`src/design/wppm_pkg.sv`:
```
`timescale 1ns / 1ps

package wppm_pkg;

  // Field widths fixed by the interface
  localparam int unsigned SampleBitsDefault = 12;
  localparam int unsigned SampleW           = 12;
  localparam int unsigned TimeW             = 32;
  localparam int unsigned WinLenW           = 16;
  localparam int unsigned LevelW            = 12;
  localparam int unsigned PaddrW            = 5;
  localparam int unsigned PdataW            = 32;

  // Register indexes (byte address / 4)
  localparam logic [2:0] RegWindowLen = 3'd0;
  localparam logic [2:0] RegNoiseFloor = 3'd1;
  localparam logic [2:0] RegThreshLow = 3'd2;
  localparam logic [2:0] RegThreshMid = 3'd3;
  localparam logic [2:0] RegThreshHigh = 3'd4;

  // Register reset values
  localparam logic [WinLenW-1:0] WindowLenReset = 16'd50;
  localparam logic [LevelW-1:0]  NoiseFloorReset = 12'd185;
  localparam logic [LevelW-1:0]  ThreshLowReset = 12'd40;
  localparam logic [LevelW-1:0]  ThreshMidReset = 12'd200;
  localparam logic [LevelW-1:0]  ThreshHighReset = 12'd400;

  typedef enum logic [1:0] {
    LvlQuiet  = 2'd0,
    LvlGreen  = 2'd1,
    LvlYellow = 2'd2,
    LvlRed    = 2'd3
  } level_e;

  typedef struct packed {
    logic [WinLenW-1:0] window_len;
    logic [LevelW-1:0]  silence_floor;
    logic [LevelW-1:0]  thresh_low;
    logic [LevelW-1:0]  thresh_mid;
    logic [LevelW-1:0]  thresh_high;
  } cfg_t;

  typedef struct packed {
    level_e             level;
    logic [LevelW-1:0]  amplitude;
    logic [LevelW-1:0]  energy;
    logic               closed;
  } result_t;

endpackage

```
`src/design/wppm_regs.sv`:
```
`timescale 1ns / 1ps

module wppm_regs (
  input  logic                          clk_i,
  input  logic                          rst_ni,
  input  logic                          psel,
  input  logic                          penable,
  input  logic                          pwrite,
  input  logic [wppm_pkg::PaddrW-1:0]   paddr,
  input  logic [wppm_pkg::PdataW-1:0]   pwdata,
  output logic [wppm_pkg::PdataW-1:0]   prdata,
  output logic                          pready,
  output wppm_pkg::cfg_t                cfg_o
);
  import wppm_pkg::*;

  cfg_t       cfg_q;
  logic       wr_en;
  logic [2:0] reg_idx;

  assign pready  = 1'b1;
  assign wr_en   = psel && penable && pwrite;
  assign reg_idx = paddr[PaddrW-1:2];

  // Write the addressed register at the access phase
  always_ff @(posedge clk_i or negedge rst_ni) begin
    if (!rst_ni) begin
      cfg_q.window_len    <= WindowLenReset;
      cfg_q.silence_floor <= NoiseFloorReset;
      cfg_q.thresh_low    <= ThreshLowReset;
      cfg_q.thresh_mid    <= ThreshMidReset;
      cfg_q.thresh_high   <= ThreshHighReset;
    end else if (wr_en) begin
      case (reg_idx)
        RegWindowLen:  cfg_q.window_len    <= pwdata[WinLenW-1:0];
        RegNoiseFloor: cfg_q.silence_floor <= pwdata[LevelW-1:0];
        RegThreshLow:  cfg_q.thresh_low    <= pwdata[LevelW-1:0];
        RegThreshMid:  cfg_q.thresh_mid    <= pwdata[LevelW-1:0];
        RegThreshHigh: cfg_q.thresh_high   <= pwdata[LevelW-1:0];
        default: ;
      endcase
    end
  end

  // Read back the addressed register
  always_comb begin
    case (reg_idx)
      RegWindowLen:  prdata = PdataW'(cfg_q.window_len);
      RegNoiseFloor: prdata = PdataW'(cfg_q.silence_floor);
      RegThreshLow:  prdata = PdataW'(cfg_q.thresh_low);
      RegThreshMid:  prdata = PdataW'(cfg_q.thresh_mid);
      RegThreshHigh: prdata = PdataW'(cfg_q.thresh_high);
      default:       prdata = '0;
    endcase
  end

  assign cfg_o = cfg_q;

endmodule

```
`src/design/wppm_window.sv`:
```
`timescale 1ns / 1ps

module wppm_window #(
  parameter int unsigned SAMPLE_BITS = wppm_pkg::SampleBitsDefault
) (
  input  logic                         clk_i,
  input  logic                         rst_ni,
  input  logic                         en_i,
  input  logic [wppm_pkg::SampleW-1:0] sample_i,
  input  logic [wppm_pkg::TimeW-1:0]   time_ms_i,
  input  wppm_pkg::cfg_t               cfg_i,
  output wppm_pkg::result_t            result_o
);
  import wppm_pkg::*;

  localparam int unsigned SW = SAMPLE_BITS;
  localparam int unsigned AW = (SW > LevelW) ? SW : LevelW;

  logic [SW-1:0]     smp;
  logic [SW-1:0]     min_q, min_d, max_q, max_d;
  logic [TimeW-1:0]  start_q, elapsed;
  logic [LevelW-1:0] amp_q, amp_d, eng_q, eng_d;
  level_e            lvl_q, lvl_d;
  logic              closed;
  logic [SW-1:0]     fold_min, fold_max, amp_full;
  logic [AW-1:0]     amp_ext, nf_ext, eng_full;

  // Keep the low sample bits only
  assign smp = SW'(sample_i);

  // Fold the sample into the running extremes
  assign fold_min = (smp < min_q) ? smp : min_q;
  assign fold_max = (smp > max_q) ? smp : max_q;

  // Compare elapsed time, modulo 2^32, against the window length
  assign elapsed = time_ms_i - start_q;
  assign closed  = elapsed >= TimeW'(cfg_i.window_len);

  // Peak-to-peak and energy above the noise floor, clamped at zero
  assign amp_full = (fold_max >= fold_min) ? fold_max - fold_min : '0;
  assign amp_ext  = AW'(amp_full);
  assign nf_ext   = AW'(cfg_i.silence_floor);
  assign eng_full = (amp_ext > nf_ext) ? amp_ext - nf_ext : '0;

  // Classify energy, checks in order; restart the extremes on a close
  always_comb begin
    amp_d = LevelW'(amp_full);
    eng_d = LevelW'(eng_full);
    if (eng_d < cfg_i.thresh_low) begin
      lvl_d = LvlQuiet;
    end else if (eng_d < cfg_i.thresh_mid) begin
      lvl_d = LvlGreen;
    end else if (eng_d < cfg_i.thresh_high) begin
      lvl_d = LvlYellow;
    end else begin
      lvl_d = LvlRed;
    end
    if (closed) begin
      min_d = '1;
      max_d = '0;
    end else begin
      min_d = fold_min;
      max_d = fold_max;
    end
  end

  // Advance window state on each transaction
  always_ff @(posedge clk_i or negedge rst_ni) begin
    if (!rst_ni) begin
      start_q <= '0;
      min_q   <= '1;
      max_q   <= '0;
      amp_q   <= '0;
      eng_q   <= '0;
      lvl_q   <= LvlQuiet;
    end else if (en_i) begin
      min_q <= min_d;
      max_q <= max_d;
      if (closed) begin
        start_q <= time_ms_i;
        amp_q   <= amp_d;
        eng_q   <= eng_d;
        lvl_q   <= lvl_d;
      end
    end
  end

  // Present fresh values on a close, latched ones otherwise
  always_comb begin
    result_o.closed    = closed;
    result_o.level     = closed ? lvl_d : lvl_q;
    result_o.amplitude = closed ? amp_d : amp_q;
    result_o.energy    = closed ? eng_d : eng_q;
  end

endmodule

```
`src/design/windowed_peak_to_peak_level_meter.sv`:
```
`timescale 1ns / 1ps
// Channel  Handshake               Payload
// in       in_valid_i/in_ready_o   sample_i[11:0], time_ms_i[31:0]
// out      out_valid_o/out_ready_i level_o[1:0], amplitude_o[11:0], energy_o[11:0],
//                                  window_closed_o
// cfg      APB psel/penable/pwrite paddr[4:0], pwdata/prdata[31:0], pready
//
// One transaction per cycle sustained while out_ready_i is high.
// The input register feeds the window update, which loads the result register.
// Reset clears the window (start 0, min full scale, max 0) and the latched results.
// A stall on out_ready_i holds the result register, then the input register.

module windowed_peak_to_peak_level_meter #(
  parameter int unsigned SAMPLE_BITS = wppm_pkg::SampleBitsDefault
) (
  input  logic                         clk_i,
  input  logic                         rst_ni,
  input  logic                         in_valid_i,
  output logic                         in_ready_o,
  input  logic [wppm_pkg::SampleW-1:0] sample_i,
  input  logic [wppm_pkg::TimeW-1:0]   time_ms_i,
  output logic                         out_valid_o,
  input  logic                         out_ready_i,
  output logic [1:0]                   level_o,
  output logic [wppm_pkg::LevelW-1:0]  amplitude_o,
  output logic [wppm_pkg::LevelW-1:0]  energy_o,
  output logic                         window_closed_o,
  input  logic                         psel,
  input  logic                         penable,
  input  logic                         pwrite,
  input  logic [wppm_pkg::PaddrW-1:0]  paddr,
  input  logic [wppm_pkg::PdataW-1:0]  pwdata,
  output logic [wppm_pkg::PdataW-1:0]  prdata,
  output logic                         pready
);
  import wppm_pkg::*;

  cfg_t             cfg;
  result_t          res_d, res_q;
  logic             in_vld_q, out_vld_q, advance;
  logic [SampleW-1:0] smp_q;
  logic [TimeW-1:0]   time_q;

  wppm_regs u_regs (
    .clk_i   (clk_i),
    .rst_ni  (rst_ni),
    .psel    (psel),
    .penable (penable),
    .pwrite  (pwrite),
    .paddr   (paddr),
    .pwdata  (pwdata),
    .prdata  (prdata),
    .pready  (pready),
    .cfg_o   (cfg)
  );

  wppm_window #(
    .SAMPLE_BITS (SAMPLE_BITS)
  ) u_window (
    .clk_i     (clk_i),
    .rst_ni    (rst_ni),
    .en_i      (advance),
    .sample_i  (smp_q),
    .time_ms_i (time_q),
    .cfg_i     (cfg),
    .result_o  (res_d)
  );

  // Move the held transaction on when the result slot is free
  assign advance    = in_vld_q && (!out_vld_q || out_ready_i);
  assign in_ready_o = !in_vld_q || advance;

  // Input register
  always_ff @(posedge clk_i or negedge rst_ni) begin
    if (!rst_ni) begin
      in_vld_q <= 1'b0;
    end else if (in_ready_o) begin
      in_vld_q <= in_valid_i;
    end
  end

  always_ff @(posedge clk_i) begin
    if (in_valid_i && in_ready_o) begin
      smp_q  <= sample_i;
      time_q <= time_ms_i;
    end
  end

  // Result register
  always_ff @(posedge clk_i or negedge rst_ni) begin
    if (!rst_ni) begin
      out_vld_q <= 1'b0;
    end else if (advance) begin
      out_vld_q <= 1'b1;
    end else if (out_ready_i) begin
      out_vld_q <= 1'b0;
    end
  end

  always_ff @(posedge clk_i) begin
    if (advance) begin
      res_q <= res_d;
    end
  end

  assign out_valid_o     = out_vld_q;
  assign level_o         = res_q.level;
  assign amplitude_o     = res_q.amplitude;
  assign energy_o        = res_q.energy;
  assign window_closed_o = res_q.closed;

endmodule
```
`config.mk`:
```
export PLATFORM = sky130hd
export DESIGN_NAME = windowed_peak_to_peak_level_meter
export DESIGN_NICKNAME = d
export VERILOG_FILES = /design/src/design/wppm_pkg.sv /design/src/design/wppm_regs.sv /design/src/design/wppm_window.sv /design/src/design/windowed_peak_to_peak_level_meter.sv
export SDC_FILE = /design/constraint.sdc
export NUM_CORES = 1
export LEC_CHECK = 0
export BUFFER_PORTS_ARGS = -buffer_cell sky130_fd_sc_hd__buf_2
export CORE_ASPECT_RATIO = 2
export CORE_MARGIN = 2
export CORE_UTILIZATION = 55
export DETAILED_ROUTE_END_ITERATION = 12
export PLACE_DENSITY = 0.85
export SYNTH_ARGS = -nofsm -noshare
export SYNTH_HDL_FRONTEND = slang
export SYNTH_SLANG_ARGS = --single-unit
```
`constraint.sdc`:
```
create_clock -name clk_i -period 17.1 [get_ports clk_i]
set_clock_uncertainty 0.05 [all_clocks]
set_input_delay 4.275 -clock clk_i [delete_from_list [all_inputs] [get_ports clk_i]]
set_output_delay 4.275 -clock clk_i [all_outputs]
set_load 0.02 [all_outputs]
```
* Word-level counts from Yosys, hierarchy flattened
Cells that the tools add are included.
** Word-level totals
- Logic and storage cells :: 65
- Output and inout bits :: 62
- Input port bits :: 88
- Memories :: 0
- Bits in latches :: 0
- Memory bits (writable) :: 0
- Memory bits (read-only) :: 0
- Bits in registers :: 219
** Cells by class
- Bitwise gates (word level) :: 0
- $mul :: 0
- $lt $le $gt $ge :: 8
- Equality and inequality tests :: 4
- Muxes and demuxes :: 15
- Shift-type cells :: 0
- Add/subtract/negate cells :: 3
- Div/mod/pow operators :: 0
- Reductions and logical operators :: 16
** Operators with widths (number)
- 2-to-1 mux 12 bit :: 8
- case mux 16 bit (5 select lines) :: 1
- < comparator 12 bit :: 4
- >= comparator 32 x 16 -> 1 bit :: 1
- subtractor 32 bit :: 1
- > comparator 12 bit :: 2
- subtractor 12 bit :: 2
- >= comparator 12 bit :: 1
- AND reduction 2 bit :: 6
- == test 3 x 2 -> 1 bit, second input constant :: 2
- 2-to-1 mux 2 bit :: 3
- logical AND 1 bit :: 4
- == test 3 x 1 -> 1 bit, second input constant :: 1
- == test 3 bit, second input constant :: 1
- logical NOT 3 bit :: 1
- 2-to-1 mux 1 bit :: 3
- logical NOT 1 bit :: 2
- logical OR 1 bit :: 2
- nonzero test 2 bit :: 1

* Logic depth before layout (Yosys ltp)
Gate-level depths: netlist (run 1).
- Depth in word-level cells :: 11
- Gate-level depth with buffers :: 46
- Depth with buffers taken out :: 43

* Hierarchy
Synthesis (run 1) repeated with hierarchy kept, for this count alone.
** Unflattened totals
- Cell total of the unflattened synthesis :: 1383
- Area total of the unflattened synthesis :: 14585.2 um^2
** By module, submodules not included
- wppm_window :: seq. area each 2067.0 um^2, area an instance 9230.1 um^2, instances 1, cells each 1076
- wppm_regs :: seq. area each 1621.6 um^2, area an instance 3119.2 um^2, instances 1, cells each 228
- windowed_peak_to_peak_level_meter :: seq. area each 2182.1 um^2, area an instance 2235.9 um^2, instances 1, cells each 79

* Worst setup path before layout (run 1)
OpenSTA, ideal clock, no wires.
- Kind :: input port to output port
- Start point :: in paddr[2] in the netlist's numbering
- End point :: out prdata[10] in the netlist's numbering
- Path buffers :: 2
- Stages :: 5
- Path slack :: 7236 ps
- Arrival time :: 5539 ps
- Required time :: 12775 ps
- Cell sequence :: clkbuf_1 -> nor2b_1 -> clkbuf_1 -> a22oi_1 -> o22ai_1
** Between the ends
- Cells in the longest elaborated chain, start to end :: 2
- Elaborated cells between the ends (all ways) :: 6
- Those cells by class :: eq/ne: 4; mux: 1; reduce/logical: 1
** Ends and longest elaborated chain
- start: declaration :: line windowed_peak_to_peak_level_meter.sv:31 : input logic [wppm_pkg::PaddrW-1:0] paddr,
- == test 3 bit, or another cell as far along :: line wppm_regs.sv:47 : case (reg_idx)
- case mux 16 bit (5 select lines) * :: line wppm_regs.sv:47
- end: declaration :: line windowed_peak_to_peak_level_meter.sv:33 : output logic [wppm_pkg::PdataW-1:0] prdata,
Every way passes the cells marked *; elsewhere a longest branch is shown, timed or not.

* Worst setup path after layout (run 1)
- Start point :: in paddr[2] in the netlist's numbering
- End point :: out prdata[2] in the netlist's numbering
The elaborated chain is that of the path after synthesis.

==> results.yml, run 1 <==
layout:
  area_delta_synth_final_pct: 10.09
  drive_above_1_share_pct: 19.78
  fin_cells: 1873
  fin_nets: 1735
  largest_register_ffs: 64
logic_synthesis:
  ys_types: 84
  yosys_warnings: 0
  syn_avg_cell_area_um2: 9.917
  ys_seq_area_share_pct: 41.28
  ys_ff_latch: 219
  synth_ff_type: "dfrtp_1"
  synthCells: 1434
  synthArstFlopShare_pct: 67.58
  synth.most_common_cell: "inv_1"
  syn_area_um2: 14220
  synthTopCellsByArea: "dfrtp_1, edfxtp_1, ha_1"
  synth_common_cells: "inv_1, ha_1, dfrtp_1"
  synth_edf_count: 71
  synth_top_area_share_pct: 21.12
  synth_top_area_cell: "dfrtp_1"
pwr:
  p_leak_nw: 7.084
  irDropWorstVdd_mv: 0.1008
  powerDensity_nw_per_um2: 113.7
critical_path:
  endpoint: "prdata[2]"
  worstRegToRegCells: 39
  cp_slowest_cell: "nor2b_1"
  path_max_fanout: 32
  crit_top_cell: "buf_2"
  crit_type: "input port to output port"
  path_cells: "buf_2 -> nor2b_1 -> a22oi_1 -> o22ai_1 -> buf_2"
  startpoint_type: "input port"
  reg2reg_from: "u_window.min_q[1]"
  critical_path_required_ns: 12.78
  crit_arrival_ns: 6.30
  worst_setup_path_end_kind: "output port"
  r2r_setup_slack_ns: 7.56
  r2r-end: "level_o[0]"
  cpPeakStageDelay_ns: 0.84
  cp-startpoint: "paddr[2]"
sta:
  hold_violations: 0
  fin_crit_ns: 10.62
  slew-limit-headroom_pct: 13.48
  fin_setup_tns_ns: 0
  final-setup-viol-count: 0
  worst_slew_pin_slew_ns: 1.287
  drv_slew: 0
  timing.final.ws_setup_ns: 6.478
  rsz0062_at_grt: "false"
  max_freq_mhz: 94.15
  fin_crit_sh_pct: 62.11
floorplan:
  coreArea_um2: 25550
  die_x_um: 117.7
  ios: 150
  row_count: 83
  fp.dieH_um: 231.4
  die_area_um2: 27240
  start_util_pct: 55.67
routing:
  drc: 0
  avgViaCountPerCell: 5.952
  vias: 11149
  routedWlPerCell_um: 20.10
  antenna_left: 0
  first_pass_iters: 5
  drtIter0Drc: 640
  wirelength_mm: 37.64
global_route:
  grt_pass1_wl_mm: 59.23
  grt_most_used_layer: "met2"
  grt_use_met3_pct: 2.682
  grtUsageTotal_pct: 27.70
  grt_max_degree: 102
  grtUsageMet1_pct: 26.88
  antenna_found_initial: 1
  grt_pass1_vias: 11455
  gr-total-overflow: 0
  grt_util_met2_pct: 53.80
worst_hold_path:
  worst_hold_path_type: "flip-flop to flip-flop"
clock_network:
  root_buffer: "clkbuf_16"
  cts_sinks: 219
  cts_setup_buffers: 0
  numCtsBuffers: 21
  clk_path_buf_depth: 3
  cts_tree: "done"
  cts_resized: 0
  path_clk_slew_ns: 0.07
  cts-htree-levels: 1
  postCtsHoldBufs: 0
  worstSkewPairLatency_ns: 0.52
placement:
  hpwlAfterDp_mm: 28.56
  port_buffers: 114
  dpl_worst_slack_ns: 6.535
  dp_cells: 1834
  gp_congestion: 1.011
run:
  maxCapViolCount: 0
outcome:
  status: "completed"
worst min-delay path by stage:
stage | from | endpoint | depth (start not counted)
CTS | in_vld_q | out_valid_o | 1
finish | in_vld_q | out_valid_o | 1
global placement | in_vld_q | out_valid_o | 1
floorplan | in_vld_q | out_valid_o | 1
detailed placement | u_window.amp_q[3] | u_window.amp_q[3] | 1
global route | u_window.min_q[10] | u_window.min_q[10] | 2
placed cells by master, fill, tap and decap left out, drive strengths merged, types with 12 or more instances in the layout:
| master | n |
|---|---|
| a211oi | 18 |
| a21o | 23 |
| a21oi | 61 |
| a22oi | 25 |
| a31oi | 12 |
| and2 | 19 |
| buf | 124 |
| clkbuf | 23 |
| conb | 17 |
| dfrtp | 120 |
| dfstp | 28 |
| edfxtp | 71 |
| ha | 127 |
| inv | 141 |
| mux2 | 92 |
| mux2i | 16 |
| nand2 | 110 |
| nand2b | 13 |
| nand3 | 45 |
| nand4 | 29 |
| nor2 | 63 |
| nor2b | 16 |
| nor3 | 25 |
| o21ai | 133 |
| o22ai | 25 |
| xnor2 | 22 |
| xor2 | 12 |
layout make-up:
type	instances	area, um^2
fill	2191	9891
multi-input combinational	1012	7461
sequential	219	5871
timing repair buffer	124	651.9
clock buffer	23	533.0
inverter	139	523.0
tap	340	425.4
clock inverter	15	188.9
antenna	1	2.502
worst max-delay path: cells and delay by family:
| kind | cells | cell delay (ns) |
|---|---|---|
| buffers and inverters | 2 | 0.67 |
| AND/OR/NAND/NOR | 1 | 0.84 |
| AO/OA/AOI/OAI | 2 | 0.49 |
layer usage:
metal / up-vias / wire [um]
li1: 5305 / -
met1: 5388 / 12800
met2: 330 / 20660
met3: 126 / 1283
met4: 0 / 2898
met5: - / 0
power breakdown:
group	total (mW)	switching, mW	internal, mW
clock network	0.497	0.209	0.288
registers	0.664	0.0400	0.624
logic	0.618	0.379	0.239
total	1.78	0.628	1.15
logic make-up (layout without fill, tap and decap cells):
family	Yosys count	count (layout)	synth area share (%)
buf+inv	218	301	6.775
simple gates	346	346	11.97
xor+xnor	34	34	2.094
mux	108	108	9.150
flops	219	219	41.28
compound gates	377	377	17.08
other cells	2	18	0.05281
fa+ha+maj	130	130	11.60
per-stage QoR:
stage	hold WS (ns)	utilization, %	total power [mW]	instance area [um^2]
after floorplan	0.4069	-	1.108	14280
after global placement	0.4237	58.45	1.259	14930
after detailed placement	0.4420	58.45	1.279	14930
after CTS	0.4534	61.27	1.783	15650
after global routing	0.4662	61.28	1.874	15660
final	0.4577	61.28	1.779	15660
Power figures use the tool's default switching activity.
==> run 2: changes to the inputs <==
--- a/config.mk
+++ b/config.mk
@@ -5,12 +5,13 @@
 export SDC_FILE = /design/constraint.sdc
 export NUM_CORES = 1
 export LEC_CHECK = 0
+export ABC_AREA = 1
 export BUFFER_PORTS_ARGS = -buffer_cell sky130_fd_sc_hd__buf_2
 export CORE_ASPECT_RATIO = 2
 export CORE_MARGIN = 2
 export CORE_UTILIZATION = 55
 export DETAILED_ROUTE_END_ITERATION = 12
-export PLACE_DENSITY = 0.85
+export PLACE_DENSITY = 0.88
 export SYNTH_ARGS = -nofsm -noshare
 export SYNTH_HDL_FRONTEND = slang
 export SYNTH_SLANG_ARGS = --single-unit
==> constraint.sdc (replaced) <==
create_clock -name clk_i -period 8.57 [get_ports clk_i]
set_clock_uncertainty 0.05 [all_clocks]
set_input_delay 2.1425 -clock clk_i [delete_from_list [all_inputs] [get_ports clk_i]]
set_output_delay 2.1425 -clock clk_i [all_outputs]
set_load 0.02 [all_outputs]
==> results.yml, run 2 <==
sta:
  max_freq_mhz: 125.8
  slew-limit-headroom_pct: 27.62
  fin_crit_sh_pct: 92.77
  hold_violations: 0
  drv_slew: 0
  worst_slew_pin_slew_ns: 1.086
  hold_slack_ns: 0.4187
  fin_setup_tns_ns: 0
  rsz0062_at_grt: "false"
  final-setup-viol-count: 0
  fin_crit_ns: 7.950
logic_synthesis:
  synth_ff_type: "dfrtp_1"
  synth_top_area_share_pct: 20.35
  synthTopCellsByArea: "dfrtp_1, nand2_1, edfxtp_1"
  ys_ff_latch: 219
  synthArstFlopShare_pct: 67.58
  ys_seq_area_share_pct: 39.79
  synthCells: 1999
  ys_types: 45
  syn_avg_cell_area_um2: 7.381
  synth_edf_count: 71
  synth_common_cells: "nand2_1, inv_1, nand3_1"
  synth_top_area_cell: "dfrtp_1"
  syn_area_um2: 14750
  synth.most_common_cell: "nand2_1"
  yosys_warnings: 0
pwr:
  internal-power_mw: 3.405
  irDropWorstVdd_mv: 0.3073
  swShare_pct: 47.94
  combPwrFrac_pct: 61.7
  pwr-share-seq_pct: 23.6
  powerDensity_nw_per_um2: 402.5
  power.total_mw: 6.540
  switching_power_mw: 3.135
  p_leak_nw: 8.647
  clkPwrFrac_pct: 14.6
placement:
  placed_cell_area_um2: 15520
  gp_congestion: 0.9652
  dp_cells: 2415
  port_buffers: 114
  hpwlAfterDp_mm: 31.43
clock_network:
  cts_setup_buffers: 0
  worstSkewPairLatency_ns: 0.55
  clk_path_buf_depth: 3
  cts-htree-levels: 1
  cts_sinks: 219
  numCtsBuffers: 22
  path_clk_slew_ns: 0.06
  cts_tree: "done"
  root_buffer: "clkbuf_16"
floorplan:
  die_area_um2: 28230
  row_count: 84
  coreArea_um2: 26380
  ios: 150
  die_x_um: 119.8
  fp.dieH_um: 235.6
  start_util_pct: 55.93
critical_path:
  critical_path_required_ns: 8.91
  worst_setup_path_end_kind: "flip-flop"
  crit_top_cell: "nand2_1"
  startpoint_type: "flip-flop"
  cpPeakStageDelay_ns: 0.53
  cp_slowest_cell: "dfstp_2"
  crit_type: "flip-flop to flip-flop"
  crit_arrival_ns: 8.29
  path_max_fanout: 16
layout:
  fin_area_um2: 16250
  ff_latch_area_um2: 5871
  n_antenna_cell: 0
  drive_above_1_share_pct: 9.953
  fillCellCount: 2367
  fin_nets: 2313
  fin_cells: 2454
  largest_register_ffs: 64
  multi_input_area_um2: 7272
  final_common_cell: "nand2_1"
  area_delta_synth_final_pct: 10.13
  layout.cells.most_common_list: "nand2_1, inv_1, nand3_1, ha_1, o21ai_0"
global_route:
  grt_pass1_vias: 13127
  grtUsageTotal_pct: 29.16
  antenna_found_initial: 0
  gr-total-overflow: 0
  grt_pass1_wl_mm: 64.77
  grt_max_degree: 110
routing:
  first_pass_iters: 6
  wirelength_mm: 40.87
  drtIter0Drc: 937
  vias: 13271
  avgViaCountPerCell: 5.408
  routedWlPerCell_um: 16.65
  drc: 0
  antenna_left: 0
worst_hold_path:
  worst_hold_path_type: "flip-flop to flip-flop"
run:
  maxCapViolCount: 0
outcome:
  status: "completed"
==> run 2: cell count changes after synthesis, moves of 25 or more <==
cell	delta
nand2_1	+528
inv_1	+203
nor2_1	+47
nand3_1	+84
mux2_4	-28
mux2_2	-64
a22oi_1	-25
==> run 2: layout make-up <==
| class | instances | area share (%) |
|---|---|---|
| repair buffers | 127 | 4.151 |
| flip-flops and latches | 219 | 36.13 |
| multi-input cells | 1378 | 44.76 |
| clock inverters | 10 | 0.6854 |
| well taps | 344 | 2.649 |
| clock buffers | 29 | 3.612 |
| inverters | 347 | 8.016 |
==> run 2: path summary, 6_finish.rpt <==
path | start | to | slack, ns | cells past startpoint
setup / recovery | u_window.min_q[1] | level_o[0] | 0.62 | 42
max in group asynchronous | rst_ni | u_regs.cfg_o[38] | 5.42 | 2
setup reg to reg | u_window.min_q[1] | level_o[0] | 0.62 | 42
min in group asynchronous | rst_ni | u_regs.cfg_o[57] | 1.62 | 1
hold / removal | u_window.start_q[18] | u_window.start_q[18] | 0.42 | 2
hold reg to reg | u_window.start_q[18] | u_window.start_q[18] | 0.42 | 2
==> run 2: per-layer routing <==
metal	GRT usage [%]	wire length, um
met5	0	0
met1	28.24	13750
met2	55.79	22320
met4	20.75	3189
met3	3.004	1605
==> run 2: cell families (layout without fill, tap and decap cells) <==
kind of cell | after synthesis | in the layout | share of synthesized area (%)
buf+inv | 417 | 513 | 11.48
other cells | 2 | 17 | 0.05090
xor+xnor | 31 | 31 | 1.840
compound gates | 263 | 263 | 9.769
fa+ha+maj | 130 | 130 | 11.18
flops | 219 | 219 | 39.79
simple gates | 937 | 937 | 25.89
==> run 2: per-stage QoR <==
step / setup WS (ns) / util [%]
final: 0.6197 / 61.59
after global routing: 0.08948 / 61.59
after CTS: 0.09216 / 61.49
after detailed placement: 0.1589 / 58.85
after global placement: 0.3280 / 58.85
after floorplan: 2.165 / -
==> run 2: worst max-delay path: cells and delay by family (launching register included) <==
kind	cells	cell delay [ns]
flip-flops	1	0.53
AO/OA/AOI/OAI	13	2.89
adder cells (fa/ha/maj)	5	1.57
buffers and inverters	8	0.92
AND/OR/NAND/NOR	16	1.88
==> run 2: power by group through the flow <==
stage	combinational (mW)	sequential, mW	clock [mW]
finish	4.04	1.55	0.957
global route	4.55	1.57	1.01
CTS	3.98	1.54	0.970
detailed placement	3.95	1.56	0
global placement	3.83	1.55	0
floorplan	2.73	1.60	0
==> run 2: what timing repair did <==
item	in CTS	in global routing
hold endpoints to repair	0	0
gates resized for setup	0	6
setup endpoints to repair	0	4
hold buffers	0	0
